### src/sv/tlf_pkg.sv
`default_nettype none

package tlf_pkg;

	// Received byte values that steer the filter.
	localparam logic [7:0] IAC_BYTE   = 8'hFF;
	localparam logic [7:0] BS_BYTE    = 8'h08;
	localparam logic [7:0] CR_BYTE    = 8'h0D;
	localparam logic [7:0] LF_BYTE    = 8'h0A;
	localparam logic [7:0] SP_BYTE    = 8'h20;
	localparam logic [7:0] TAB_BYTE   = 8'h09;
	localparam logic [7:0] PRINT_LO   = 8'h20;
	localparam logic [7:0] PRINT_HI   = 8'h7F;
	localparam logic [7:0] OPT_CMD_LO = 8'hFB;
	localparam logic [7:0] OPT_CMD_HI = 8'hFE;

	// Edit event kinds.
	localparam logic [1:0] KIND_APPEND = 2'd0;
	localparam logic [1:0] KIND_ERASE  = 2'd1;
	localparam logic [1:0] KIND_DONE   = 2'd2;
	localparam logic [1:0] KIND_DROP   = 2'd3;

	// Telnet command phases.
	localparam logic [1:0] PHASE_DATA = 2'd0;
	localparam logic [1:0] PHASE_CMD  = 2'd1;
	localparam logic [1:0] PHASE_OPT  = 2'd2;

	// Width of the position field.
	localparam int POS_W = 9;

	// One edit event as it leaves the filter.
	typedef struct packed {
		logic [1:0]       event_kind;
		logic [POS_W-1:0] position;
		logic [7:0]       char_out;
	} tlf_event_t;

endpackage

`default_nettype wire

### src/sv/tlf_byte_if.sv
`default_nettype none

// Channel that carries one received byte per request.
interface tlf_byte_if;
	logic       valid;
	logic       ready;
	logic [7:0] rx_byte;

	modport source (output valid, output rx_byte, input ready);
	modport sink (input valid, input rx_byte, output ready);
endinterface

`default_nettype wire

### src/sv/tlf_event_if.sv
`default_nettype none

// Channel that carries one edit event per request.
interface tlf_event_if;
	logic       valid;
	logic       ready;
	logic [1:0] event_kind;
	logic [8:0] position;
	logic [7:0] char_out;

	modport source (output valid, output event_kind, output position, output char_out,
		input ready);
	modport sink (input valid, input event_kind, input position, input char_out,
		output ready);
endinterface

`default_nettype wire

### src/sv/tlf_edit.sv
`default_nettype none

// Line editing state and the decision for one byte.
module tlf_edit #(
	parameter int LINE_MAX = 511
) (
	input  wire logic              clk,
	input  wire logic              arst_n,
	input  wire logic              step,
	input  wire logic [7:0]        rx_byte,
	output logic                   has_event,
	output tlf_pkg::tlf_event_t    event_d
);
	import tlf_pkg::*;

	localparam int LEN_W = $clog2(LINE_MAX + 1);

	logic [LEN_W-1:0] len_q, len_d;
	logic             start_q, start_d;
	logic [1:0]       phase_q, phase_d;
	logic [12:0]      len_ext;
	logic [12:0]      len_dec_ext;
	logic [LEN_W-1:0] len_dec;

	assign len_dec     = len_q - LEN_W'(1);
	assign len_ext     = 13'(len_q);
	assign len_dec_ext = 13'(len_dec);

	// Next state and the event, if any, for the byte in hand.
	always_comb begin
		len_d     = len_q;
		start_d   = start_q;
		phase_d   = phase_q;
		has_event = 1'b0;
		event_d   = '0;
		if (phase_q == PHASE_CMD) begin
			phase_d = (rx_byte >= OPT_CMD_LO && rx_byte <= OPT_CMD_HI) ? PHASE_OPT : PHASE_DATA;
		end else if (phase_q != PHASE_DATA) begin
			phase_d = PHASE_DATA;
		end else if (start_q && (rx_byte == SP_BYTE || rx_byte == TAB_BYTE)) begin
			// Leading whitespace is dropped without trace.
		end else begin
			start_d = 1'b0;
			if (rx_byte == IAC_BYTE) begin
				phase_d = PHASE_CMD;
			end else if (rx_byte == CR_BYTE || rx_byte == LF_BYTE) begin
				len_d   = '0;
				start_d = 1'b1;
				if (len_q != '0) begin
					has_event          = 1'b1;
					event_d.event_kind = KIND_DONE;
					event_d.position   = len_ext[POS_W-1:0];
				end
			end else if (rx_byte == BS_BYTE) begin
				if (len_q != '0) begin
					len_d              = len_dec;
					has_event          = 1'b1;
					event_d.event_kind = KIND_ERASE;
					event_d.position   = len_dec_ext[POS_W-1:0];
				end
			end else if (rx_byte >= PRINT_LO && rx_byte <= PRINT_HI) begin
				has_event        = 1'b1;
				event_d.position = len_ext[POS_W-1:0];
				event_d.char_out = rx_byte;
				if (len_q >= LEN_W'(LINE_MAX)) begin
					event_d.event_kind = KIND_DROP;
				end else begin
					event_d.event_kind = KIND_APPEND;
					len_d              = len_q + LEN_W'(1);
				end
			end
		end
	end

	// The state moves on once per byte that is processed.
	always_ff @(posedge clk or negedge arst_n) begin
		if (!arst_n) begin
			len_q   <= '0;
			start_q <= 1'b1;
			phase_q <= PHASE_DATA;
		end else if (step) begin
			len_q   <= len_d;
			start_q <= start_d;
			phase_q <= phase_d;
		end
	end

endmodule

`default_nettype wire

### src/sv/telnet_line_input_filter_core.sv
// Channel  Direction  Payload                          Accepted when
// rx       in         rx_byte[7:0]                     rx.valid && rx.ready
// evt      out        event_kind, position, char_out   evt.valid && evt.ready
//
// One byte per cycle sustained while no event byte waits on a stalled event.
// A byte waits in the input register, where the edit state decides on it, and
// its event, if any, is shown from the result register. Reset clears the line
// to empty, at the start of a line, in plain data. A stalled event holds only
// bytes that make an event; bytes that make none still pass through behind it.
`default_nettype none

module telnet_line_input_filter_core #(
	parameter int LINE_MAX = 511
) (
	input wire logic  clk,
	input wire logic  arst_n,
	tlf_byte_if.sink  rx,
	tlf_event_if.source evt
);
	import tlf_pkg::*;

	logic       valid_s1;
	logic [7:0] rx_byte_s1;
	logic       has_event;
	tlf_event_t event_d;
	tlf_event_t event_q;
	logic       evt_valid_q;
	logic       advance;

	// A byte moves on when it makes no event or the result register is free.
	assign advance  = valid_s1 && (!has_event || !evt_valid_q || evt.ready);
	assign rx.ready = !valid_s1 || advance;

	// Input register.
	always_ff @(posedge clk or negedge arst_n) begin
		if (!arst_n) begin
			valid_s1 <= 1'b0;
		end else if (rx.ready) begin
			valid_s1 <= rx.valid;
		end
	end

	always_ff @(posedge clk) begin
		if (rx.ready && rx.valid) begin
			rx_byte_s1 <= rx.rx_byte;
		end
	end

	tlf_edit #(
		.LINE_MAX(LINE_MAX)
	) u_edit (
		.clk      (clk),
		.arst_n   (arst_n),
		.step     (advance),
		.rx_byte  (rx_byte_s1),
		.has_event(has_event),
		.event_d  (event_d)
	);

	// Result register.
	always_ff @(posedge clk or negedge arst_n) begin
		if (!arst_n) begin
			evt_valid_q <= 1'b0;
		end else if (advance && has_event) begin
			evt_valid_q <= 1'b1;
		end else if (evt.ready) begin
			evt_valid_q <= 1'b0;
		end
	end

	always_ff @(posedge clk) begin
		if (advance && has_event) begin
			event_q <= event_d;
		end
	end

	assign evt.valid      = evt_valid_q;
	assign evt.event_kind = event_q.event_kind;
	assign evt.position   = event_q.position;
	assign evt.char_out   = event_q.char_out;

endmodule

`default_nettype wire

### src/flat_wrapper.sv
// flat-port wrapper written by rule: the top's interface ports become plain ports
module telnet_line_input_filter_core_flat import tlf_pkg::*;
#(
	parameter int LINE_MAX = 511
)
  (clk, arst_n, rx_valid, rx_rx_byte, rx_ready, evt_valid, evt_event_kind, evt_position, evt_char_out, evt_ready);
  tlf_byte_if rx_i ();
  tlf_event_if evt_i ();
  input wire logic clk;
  input wire logic arst_n;
  input wire logic [$bits(rx_i.valid)-1:0] rx_valid;
  input wire logic [$bits(rx_i.rx_byte)-1:0] rx_rx_byte;
  output wire logic [$bits(rx_i.ready)-1:0] rx_ready;
  output wire logic [$bits(evt_i.valid)-1:0] evt_valid;
  output wire logic [$bits(evt_i.event_kind)-1:0] evt_event_kind;
  output wire logic [$bits(evt_i.position)-1:0] evt_position;
  output wire logic [$bits(evt_i.char_out)-1:0] evt_char_out;
  input wire logic [$bits(evt_i.ready)-1:0] evt_ready;
  assign rx_i.valid = rx_valid;
  assign rx_i.rx_byte = rx_rx_byte;
  assign rx_ready = rx_i.ready;
  assign evt_valid = evt_i.valid;
  assign evt_event_kind = evt_i.event_kind;
  assign evt_position = evt_i.position;
  assign evt_char_out = evt_i.char_out;
  assign evt_i.ready = evt_ready;
  telnet_line_input_filter_core #(.LINE_MAX(LINE_MAX)) u_core (.clk(clk), .arst_n(arst_n), .rx(rx_i), .evt(evt_i));
endmodule
### config.mk
export PLATFORM = sky130hd
export DESIGN_NAME = telnet_line_input_filter_core_flat
export DESIGN_NICKNAME = d
export VERILOG_FILES = /design/src/sv/tlf_pkg.sv /design/src/sv/tlf_byte_if.sv /design/src/sv/tlf_event_if.sv /design/src/sv/tlf_edit.sv /design/src/sv/telnet_line_input_filter_core.sv /design/src/flat_wrapper.sv
export SDC_FILE = /design/constraint.sdc
export NUM_CORES = 1
export LEC_CHECK = 0
export BUFFER_PORTS_ARGS = -buffer_cell sky130_fd_sc_hd__buf_2
export CORE_ASPECT_RATIO = 1.2
export CORE_MARGIN = 2
export CORE_UTILIZATION = 40
export CTS_BUF_LIST = sky130_fd_sc_hd__clkbuf_4
export DETAILED_ROUTE_END_ITERATION = 10
export GPL_ROUTABILITY_DRIVEN = 0
export SYNTH_ARGS = -nofsm -noshare
export SYNTH_HDL_FRONTEND = slang
export SYNTH_HIERARCHICAL = 1
export SYNTH_SLANG_ARGS = --single-unit
### constraint.sdc
create_clock -name clk -period 9 [get_ports clk]
set_input_delay 1.35 -clock clk [delete_from_list [all_inputs] [get_ports clk]]
set_output_delay 1.35 -clock clk [all_outputs]
set_load 0.01 [all_outputs]
# Word level (Yosys, flattened, before mapping)
# Cells that the tools add are included.
[word_totals] ff_bits=41 inputBits=12 word_cells=83
[op_classes] addsub=2 magnitude_cmp=5 n_eq_ne=10 n_mux=28 bitwise=5 reduce_logical=24
[ops] op="two-way mux 9 bit" count=5
[ops] op="two-way mux 11 bit" count=3
[ops] op="== test 8 x 4 -> 1 bit, second input constant" count=4
[ops] op="two-way mux 19 bit" count=1
[ops] op="two-way mux 1 bit" count=12
[ops] op="two-way mux 2 bit" count=6
[ops] op="two-way mux 10 bit" count=1
[ops] op="adder 9 x 1 -> 9 bit, second input constant" count=1
[ops] op=">= comparator 9 bit, second input constant" count=1
[ops] op="!= test 3 bit, second input constant" count=3
[ops] op="nonzero test 9 bit" count=1
[ops] op="subtractor 9 x 1 -> 9 bit, second input constant" count=1
[ops] op="== test 8 x 6 -> 1 bit, second input constant" count=1
[ops] op="== test 8 bit, second input constant" count=1
[ops] op=">= comparator 8 x 6 -> 1 bit, second input constant" count=1
[ops] op=">= comparator 8 bit, second input constant" count=1
[ops] op="<= comparator 8 x 7 -> 1 bit, second input constant" count=1
[ops] op="<= comparator 8 bit, second input constant" count=1
[ops] op="AND reduction 8 bit" count=1
[ops] op="OR reduction 7 bit" count=1
[ops] op="logical AND 1 bit" count=6
[ops] op="nonzero test 3 bit" count=2
[ops] op="logical OR 1 bit" count=5
[ops] op="NOT 1 bit" count=5
[ops] op="6 further kinds" count=9

# Depth between registers and ports, before layout
# Gate-level depths: netlist of run 1.
[logic_depth] depth_word=15 depth_mapped=13 ltp_nobuf=11

# By module
# Netlist of run 1, hierarchy kept.
[modules_own_cells] mod="tlf_edit" instances=1 cells_per_inst=172 area_each_um2=1347.5 seq_area_each_um2=301.5
[modules_own_cells] mod="telnet_line_input_filter_core" instances=1 cells_per_inst=37 area_each_um2=917.1 seq_area_each_um2=860.8

# Least setup slack after synthesis of run 1
# OpenSTA, ideal clock, no wires.
[synth_path] path_kind="reg2out" from="register u_core.u_edit.len_q[6]" to="output port rx_ready" t_arrival_ps=1961 path_slack_ps=5689 stages_incl_launch_ff=9 n_path_buf=1 path_cell_list="dfrtp_1 > clkbuf_1 > nor4_1 > and4b_1 > nor2_1 > o31ai_4 > a21o_1 > inv_1 > nand4b_2"
[synth_between] elab_chain_cells=13
[synth_rtl] element="start, declared" line="tlf_edit.sv:18" text="logic [LEN_W-1:0] len_q, len_d;"
[synth_rtl] element="start signal, assigned" line="tlf_edit.sv:82" text="len_q <= len_d;"
[synth_rtl] element="nonzero test 9 bit (*)" line="tlf_edit.sv:49, tlf_edit.sv:55"
[synth_rtl] element="two-way mux 1 bit (*)" line="tlf_edit.sv:49, tlf_edit.sv:55"
[synth_rtl] element="two-way mux 1 bit" line="tlf_edit.sv:54" text="end else if (rx_byte == BS_BYTE) begin"
[synth_rtl] element="two-way mux 1 bit (*)" line="tlf_edit.sv:46" text="end else if (rx_byte == CR_BYTE || rx_byte == LF_BYTE) begin"
[synth_rtl] element="two-way mux 1 bit (*)" line="tlf_edit.sv:44" text="if (rx_byte == IAC_BYTE) begin"
[synth_rtl] element="two-way mux 1 bit (*)" line="tlf_edit.sv:40" text="end else if (start_q && (rx_byte == SP_BYTE || rx_byte == TAB_BYTE)) begin"
[synth_rtl] element="two-way mux 1 bit (*)" line="tlf_edit.sv:38" text="end else if (phase_q != PHASE_DATA) begin"
[synth_rtl] element="two-way mux 1 bit (*)" line="tlf_edit.sv:36" text="if (phase_q == PHASE_CMD) begin"
[synth_rtl] element="net u_core.has_event" line="telnet_line_input_filter_core.sv:24" text="logic has_event;"
[synth_rtl] element="logical NOT 1 bit (*)" line="telnet_line_input_filter_core.sv:31" text="assign advance = valid_s1 && (!has_event || !evt_valid_q || evt.ready);"
[synth_rtl] element="logical OR 1 bit (*) (2 in series)" line="telnet_line_input_filter_core.sv:31"
[synth_rtl] element="logical AND 1 bit (*)" line="telnet_line_input_filter_core.sv:31"
[synth_rtl] element="logical OR 1 bit (*)" line="telnet_line_input_filter_core.sv:32" text="assign rx.ready = !valid_s1 || advance;"
[synth_rtl] element="end, declared" line="flat_wrapper.sv:13" text="output wire logic [$bits(rx_i.ready)-1:0] rx_ready;"
# The timed path passes the listed nets; every way through them passes the cells marked *.

# Worst setup path after layout of run 1
[layout_path] from="register u_core.rx_byte_s1[4]" to="output port rx_ready"
[layout_between] elab_chain_cells=14
[layout_rtl] element="start, declared" line="telnet_line_input_filter_core.sv:23" text="logic [7:0] rx_byte_s1;"
[layout_rtl] element="start signal, assigned" line="telnet_line_input_filter_core.sv:45" text="rx_byte_s1 <= rx.rx_byte;"
[layout_rtl] element=">= comparator 8 x 6 -> 1 bit / <= comparator 8 x 7 -> 1 bit (equally long branches)" line="tlf_edit.sv:61" text="end else if (rx_byte >= PRINT_LO && rx_byte <= PRINT_HI) begin"
[layout_rtl] element="logical AND 1 bit" line="tlf_edit.sv:61"
[layout_rtl] element="two-way mux 1 bit" line="tlf_edit.sv:61"
[layout_rtl] element="two-way mux 1 bit" line="tlf_edit.sv:54"
[layout_rtl] element="two-way mux 1 bit" line="tlf_edit.sv:46"
[layout_rtl] element="two-way mux 1 bit" line="tlf_edit.sv:44"
[layout_rtl] element="two-way mux 1 bit (*)" line="tlf_edit.sv:40"
[layout_rtl] element="two-way mux 1 bit (*)" line="tlf_edit.sv:38"
[layout_rtl] element="two-way mux 1 bit (*)" line="tlf_edit.sv:36"
[layout_rtl] element="net u_core.has_event" line="telnet_line_input_filter_core.sv:24"
[layout_rtl] element="logical NOT 1 bit (*)" line="telnet_line_input_filter_core.sv:31"
[layout_rtl] element="logical OR 1 bit (*) (2 in series)" line="telnet_line_input_filter_core.sv:31"
[layout_rtl] element="logical AND 1 bit (*)" line="telnet_line_input_filter_core.sv:31"
[layout_rtl] element="logical OR 1 bit (*)" line="telnet_line_input_filter_core.sv:32"
# Marks and branches as above.

==> impl_metrics.toml, run 1 <==
[outcome]
outcome = "finished, final reports clean"

[power]
power_density_nw_per_um2 = 182
leakage_nw = 1.02
peakVddDrop_uv = 81.7
p_total_mw = 0.456

[critical_path]
crit_buf_inv = 2
crit_path_start_kind = "flip-flop"
path_delay_family = "compound AO/OA/AOI/OAI gates"
cpMaxStageDelayCell = "a21oi_1"
path_class = "flip-flop to primary output"
cpPeakStageDelay_ns = 0.66
arrival_ns = 2.78
crit_path_cell_trace = "nor3_2, nand2_1, a21oi_1, o31ai_4, a21o_1, inv_1, nand4b_2, buf_2"
crit_path_end_kind = "primary output"
crit_fanout = 8
critPathRequiredTime_ns = 7.65

[cts]
cts_inserted_buffers = 5
cts_tree = "yes"
htreeDepth = 2
clk_latency_ns = 0.35
path_clk_slew_ns = 0.12
cts_hold_buf = 0
cts_resized = 0
clockBufferDepth = 2
clkSinkCount = 41
cts_setup_buffers = 0
root_buffer = "clkbuf_4"

[detailed_routing]
drc_errors = 0
routed_wl_mm = 4.37
vias = 1632
initialDrtViolationCount = 149
postRouteAntennaNets = 0
routedWlPerCell_um = 14.5
vias_per_cell = 5.40
drt_pass1_iterations = 4

[die]
ioPinCount = 33
placementRows = 30
dieArea_um2 = 6280
die_w_um = 72.7
die_y_um = 86.4
core_region_area_um2 = 5560
initial_core_util_pct = 40.8

[job]
maxCapViolations = 0

[sta]
slew_headroom_pct = 44.5
worst_slack_ns = 4.87
fmax_mhz = 242
finalSetupViolations = 0
hold_viol_final = 0
period_needed_ns = 4.13
tightest_slew_ns = 0.833
finalSetupTns_ns = 0
fin_skew_ns = 0.00674
finalMaxSlewViolations = 0
period_share_pct = 45.9
rsz0062_at_grt = "no"

[worst_hold_path]
min_path_type = "flip-flop to flip-flop"

[final_layout]
fillers = 530
antenna_cells = 0
seq_area_um2 = 1160
drive_gt1_share_pct = 25.2
area_delta_synth_final_pct = 10.9
layout.nets = 253
multi_input_area_um2 = 1010

[placed_design]
dp_hpwl_mm = 3.18
pre_cts_ws_ns = 5.28
port_buffers = 32

[logic_synthesis]
synth_cells = 209
synth_fp_nets = 225
ys_seq_area_share_pct = 51.3
synth_edf_count = 27
yosys_warnings = 6
synth_ff_type = "edfxtp_1"
syn_avg_cell_area_um2 = 10.8
async_reset_ff_share_pct = 34.1
ys_ff_latch = 41
synth_cell_types = 56
mappedNetlistArea_um2 = 2260

[global_route]
grt.total_usage_pct = 15.5
antenna_found_initial = 0
grt_start_max_net_pins = 20
grt_pass1_wl_mm = 7.57
grt_pass1_vias = 1551
grt-ovfl-total = 0
worst paths after layout:
check,slack (ns),depth (start not counted),end,from
worst max-delay path,4.87,8,rx_ready,u_core/rx_byte_s1[4]$_DFFE_PP_
worst min-delay path,0.51,2,u_core/u_edit/start_q$_DFFE_PN1P_,u_core/u_edit/start_q$_DFFE_PN1P_
worst max register to register,5.27,10,u_core/u_edit/len_q[2]$_DFFE_PN0P_,u_core/u_edit/len_q[5]$_DFFE_PN0P_
worst min register to register,0.51,2,u_core/u_edit/start_q$_DFFE_PN1P_,u_core/u_edit/start_q$_DFFE_PN1P_
max in group asynchronous,7.81,1,u_core/u_edit/start_q$_DFFE_PN1P_,arst_n
min in group asynchronous,0.89,1,u_core/u_edit/len_q[6]$_DFFE_PN0P_,arst_n
routing by layer:
metal,vias up,share of wire (%),track usage [%]
met2,38,50,25.3
met1,766,45,20.1
met4,0,1.5,5.56
li1,823,-,-
met5,-,0,0
met3,5,4.3,3.37
registers in the layout, indices dropped and copies added (netlist names):
signal                 cells
u_core/evt.position        9
u_core/u_edit/len_q        9
u_core/evt.char_out        8
u_core/rx_byte_s1          8
u_core/evt.event_kind      2
u_core/u_edit/phase_q      2
u_core/evt.valid           1
u_core/u_edit/start_q      1
u_core/valid_s1            1
Yosys cell counts, drive strengths merged, types with 2 or more instances:
master | n | share of area [%]
a21boi | 2 | 0.66
edfxtp | 27 | 36
nor4 | 5 | 2.0
o21ai | 10 | 2.2
nand3 | 6 | 1.3
nor3b | 2 | 0.66
o2bb2ai | 2 | 0.77
and2 | 3 | 0.83
nor3 | 7 | 1.8
and3 | 11 | 3.5
nand2 | 19 | 3.1
or3 | 3 | 0.88
and3b | 2 | 0.77
o31ai | 9 | 3.8
a21o | 3 | 1.0
xor2 | 4 | 1.5
nand4 | 3 | 0.83
nand2b | 2 | 0.88
a21oi | 6 | 1.3
dfrtp | 13 | 14
nand4b | 2 | 1.0
nor4b | 2 | 0.77
buf | 8 | 2.9
mux2i | 2 | 0.88
ha | 4 | 2.2
a211oi | 2 | 0.88
and4 | 4 | 1.5
inv | 4 | 0.66
xnor2 | 6 | 2.3
clkbuf | 4 | 0.66
nor2 | 21 | 3.5
report_power, final:
| group | switching [mW] | total (mW) | internal (mW) |
|---|---|---|---|
| combinational | 0.0486 | 0.0877 | 0.0391 |
| clock | 0.0583 | 0.119 | 0.0609 |
| sequential | 0.0291 | 0.249 | 0.220 |
cell families after synthesis:
kind of cell / synth area share (%)
muxes: 0.884
AOI/OAI and AO/OA: 12.2
and+or+nand+nor: 25.2
DFF: 51.3
other: 0.166
xor gates and xnor gates: 3.87
buffers and inverters: 4.20
adders and majority gates: 2.21
area by class of cell:
| type | instances | share of cell area (%) |
|---|---|---|
| inverter | 4 | 0.598 |
| sequential | 41 | 46.3 |
| clock inverter | 2 | 1.35 |
| tap | 64 | 3.19 |
| multi-input combinational | 152 | 40.1 |
| timing repair buffer | 33 | 6.68 |
| clock buffer | 6 | 1.79 |
placed cells by master (no fill, tap or decap), drive strengths merged, types with 7 or more instances in the layout:
cell type	count
nand2	19
and3	11
edfxtp	27
o21ai	10
dfrtp	13
nor3	7
nor2	21
buf	33
o31ai	9
per-stage QoR:
stage                     utilization, %  area (µm²)  std cells  hold slack [ns]
after floorplan                        -        2260        209            0.472
after global placement              43.8        2430        294            0.496
after detailed placement            43.8        2430        294            0.493
after CTS                           45.2        2510        302            0.511
after global routing                45.2        2510        302            0.558
final                               45.2        2510        302            0.507
tightest hold or removal path: stages (launching register included):
cell and delay [ns]:
dfstp_2 0.39, o21ai_0 0.06, o31ai_1 0.06
Note: power is estimated with default switching activity, not from simulation.
==> run 2, diff against run 1 <==
==> constraint.sdc (replaced) <==
create_clock -name clk -period 3.75 [get_ports clk]
set_input_delay 0.5625 -clock clk [delete_from_list [all_inputs] [get_ports clk]]
set_output_delay 0.5625 -clock clk [all_outputs]
set_load 0.01 [all_outputs]
==> impl_metrics.toml, run 2 (synthesis results as in run 1) <==
[outcome]
outcome = "finished, final reports clean"

[detailed_routing]
initialDrtViolationCount = 74
drc_errors = 0
routed_wl_mm = 4.36
vias_per_cell = 5.49
drt_pass1_iterations = 4
routedWlPerCell_um = 14.2
vias = 1679
postRouteAntennaNets = 0

[job]
maxCapViolations = 0

[power]
leakage_nw = 1.04
p_total_mw = 1.11
peakVddDrop_uv = 248
power_density_nw_per_um2 = 438

[critical_path]
crit_start = "u_core/rx_byte_s1[1]$_DFFE_PP_"
r2r_end = "u_core/u_edit/len_q[5]$_DFFE_PN0P_"
crit_path_start_kind = "flip-flop"
arrival_ns = 2.77
reg2regPathDepth = 11
crit_fanout = 8
crit_path_end_kind = "primary output"
path_class = "flip-flop to primary output"
critPathRequiredTime_ns = 3.19
r2r_start = "u_core/u_edit/len_q[5]$_DFFE_PN0P_"
r2r_setup_slack_ns = 0.58

[global_route]
grt_start_max_net_pins = 20
grt.total_usage_pct = 15.2
antenna_found_initial = 0
grt-ovfl-total = 0
grt_pass1_wl_mm = 7.38
grt_pass1_vias = 1519

[sta]
hold_ws_ns = 0.0817
period_share_pct = 88.8
fin_skew_ns = 0.0194
rsz0062_at_grt = "no"
finalSetupTns_ns = 0
finalMaxSlewViolations = 0
fmax_mhz = 300
period_needed_ns = 3.33
finalSetupViolations = 0
slew_headroom_pct = 50.6
worst_slack_ns = 0.421
hold_viol_final = 0
tightest_slew_ns = 0.734

[cts]
clkSinkCount = 41
htreeDepth = 2
path_clk_slew_ns = 0.13
clk_latency_ns = 0.35
cts_tree = "yes"
cts_inserted_buffers = 5
clockBufferDepth = 2
cts_resized = 0
cts_hold_buf = 0
cts_setup_buffers = 0
root_buffer = "clkbuf_4"

[final_layout]
layout.nets = 257
multi_input_area_um2 = 1010
final_common_cell = "buf_2"
seq_area_um2 = 1160
drive_gt1_share_pct = 26.9
final_cell_mix = "buf_2, edfxtp_1, nor2_1"
area_delta_synth_final_pct = 12.4
antenna_cells = 0
fillers = 547

[die]
dieArea_um2 = 6280
initial_core_util_pct = 40.8
placementRows = 30
ioPinCount = 33
die_y_um = 86.4
die_w_um = 72.7
core_region_area_um2 = 5560

[placed_design]
dp_hpwl_mm = 3.23
pre_cts_ws_ns = 0.592
port_buffers = 32

[worst_hold_path]
min_path_type = "primary input to asynchronous set/reset pin"
-- run 2: final cells by class --
class / instances / share of cell area, %
multi-input cells: 152 / 39.6
flip-flops and latches: 41 / 45.7
inverters: 4 / 0.590
clock inverters: 3 / 1.82
well taps: 64 / 3.14
repair buffers: 37 / 7.76
clock buffers: 5 / 1.47
-- run 2: power by group --
group / total, mW / switching (mW) / internal (mW)
Clock: 0.290 / 0.149 / 0.141
Combinational: 0.244 / 0.138 / 0.106
Sequential: 0.581 / 0.0519 / 0.529
Total: 1.11 / 0.339 / 0.776
-- run 2: worst max-delay path, cell delays in order (launching register included) --
cell and delay (ns):
edfxtp_1 0.52, nor4_1 0.70, nand2_1 0.19, nor2_1 0.21, o31ai_4 0.13, a21o_1 0.24, inv_1 0.13, nand4b_2 0.14
buf_2 0.16
-- run 2: per-stage QoR --
step | cells | cell area (µm²) | utilization [%]
floorplan | 209 | 2260 | -
global placement | 298 | 2460 | 44.3
detailed placement | 298 | 2460 | 44.3
CTS | 306 | 2550 | 45.8
global route | 306 | 2550 | 45.8
finish | 306 | 2550 | 45.8
-- run 2: worst max path at each step --
stage | to | depth (start not counted) | slack, ns
after floorplan | u_core/evt.char_out[0]$_DFFE_PP_ | 9 | 0.66
after CTS | rx_ready | 8 | 0.37
after detailed placement | u_core/u_edit/len_q[7]$_DFFE_PN0P_ | 11 | 0.59
after global placement | u_core/u_edit/len_q[3]$_DFFE_PN0P_ | 11 | 0.73
final | rx_ready | 8 | 0.42
after global routing | rx_ready | 8 | 0.22
-- run 2: layer usage --
metal	vias to the layer above	global-route usage (%)	routed length (µm)
met5	-	0	0
met4	0	5.05	70
met3	6	3.14	228
met2	49	25.1	2140
met1	781	19.9	1910
li1	843	-	-
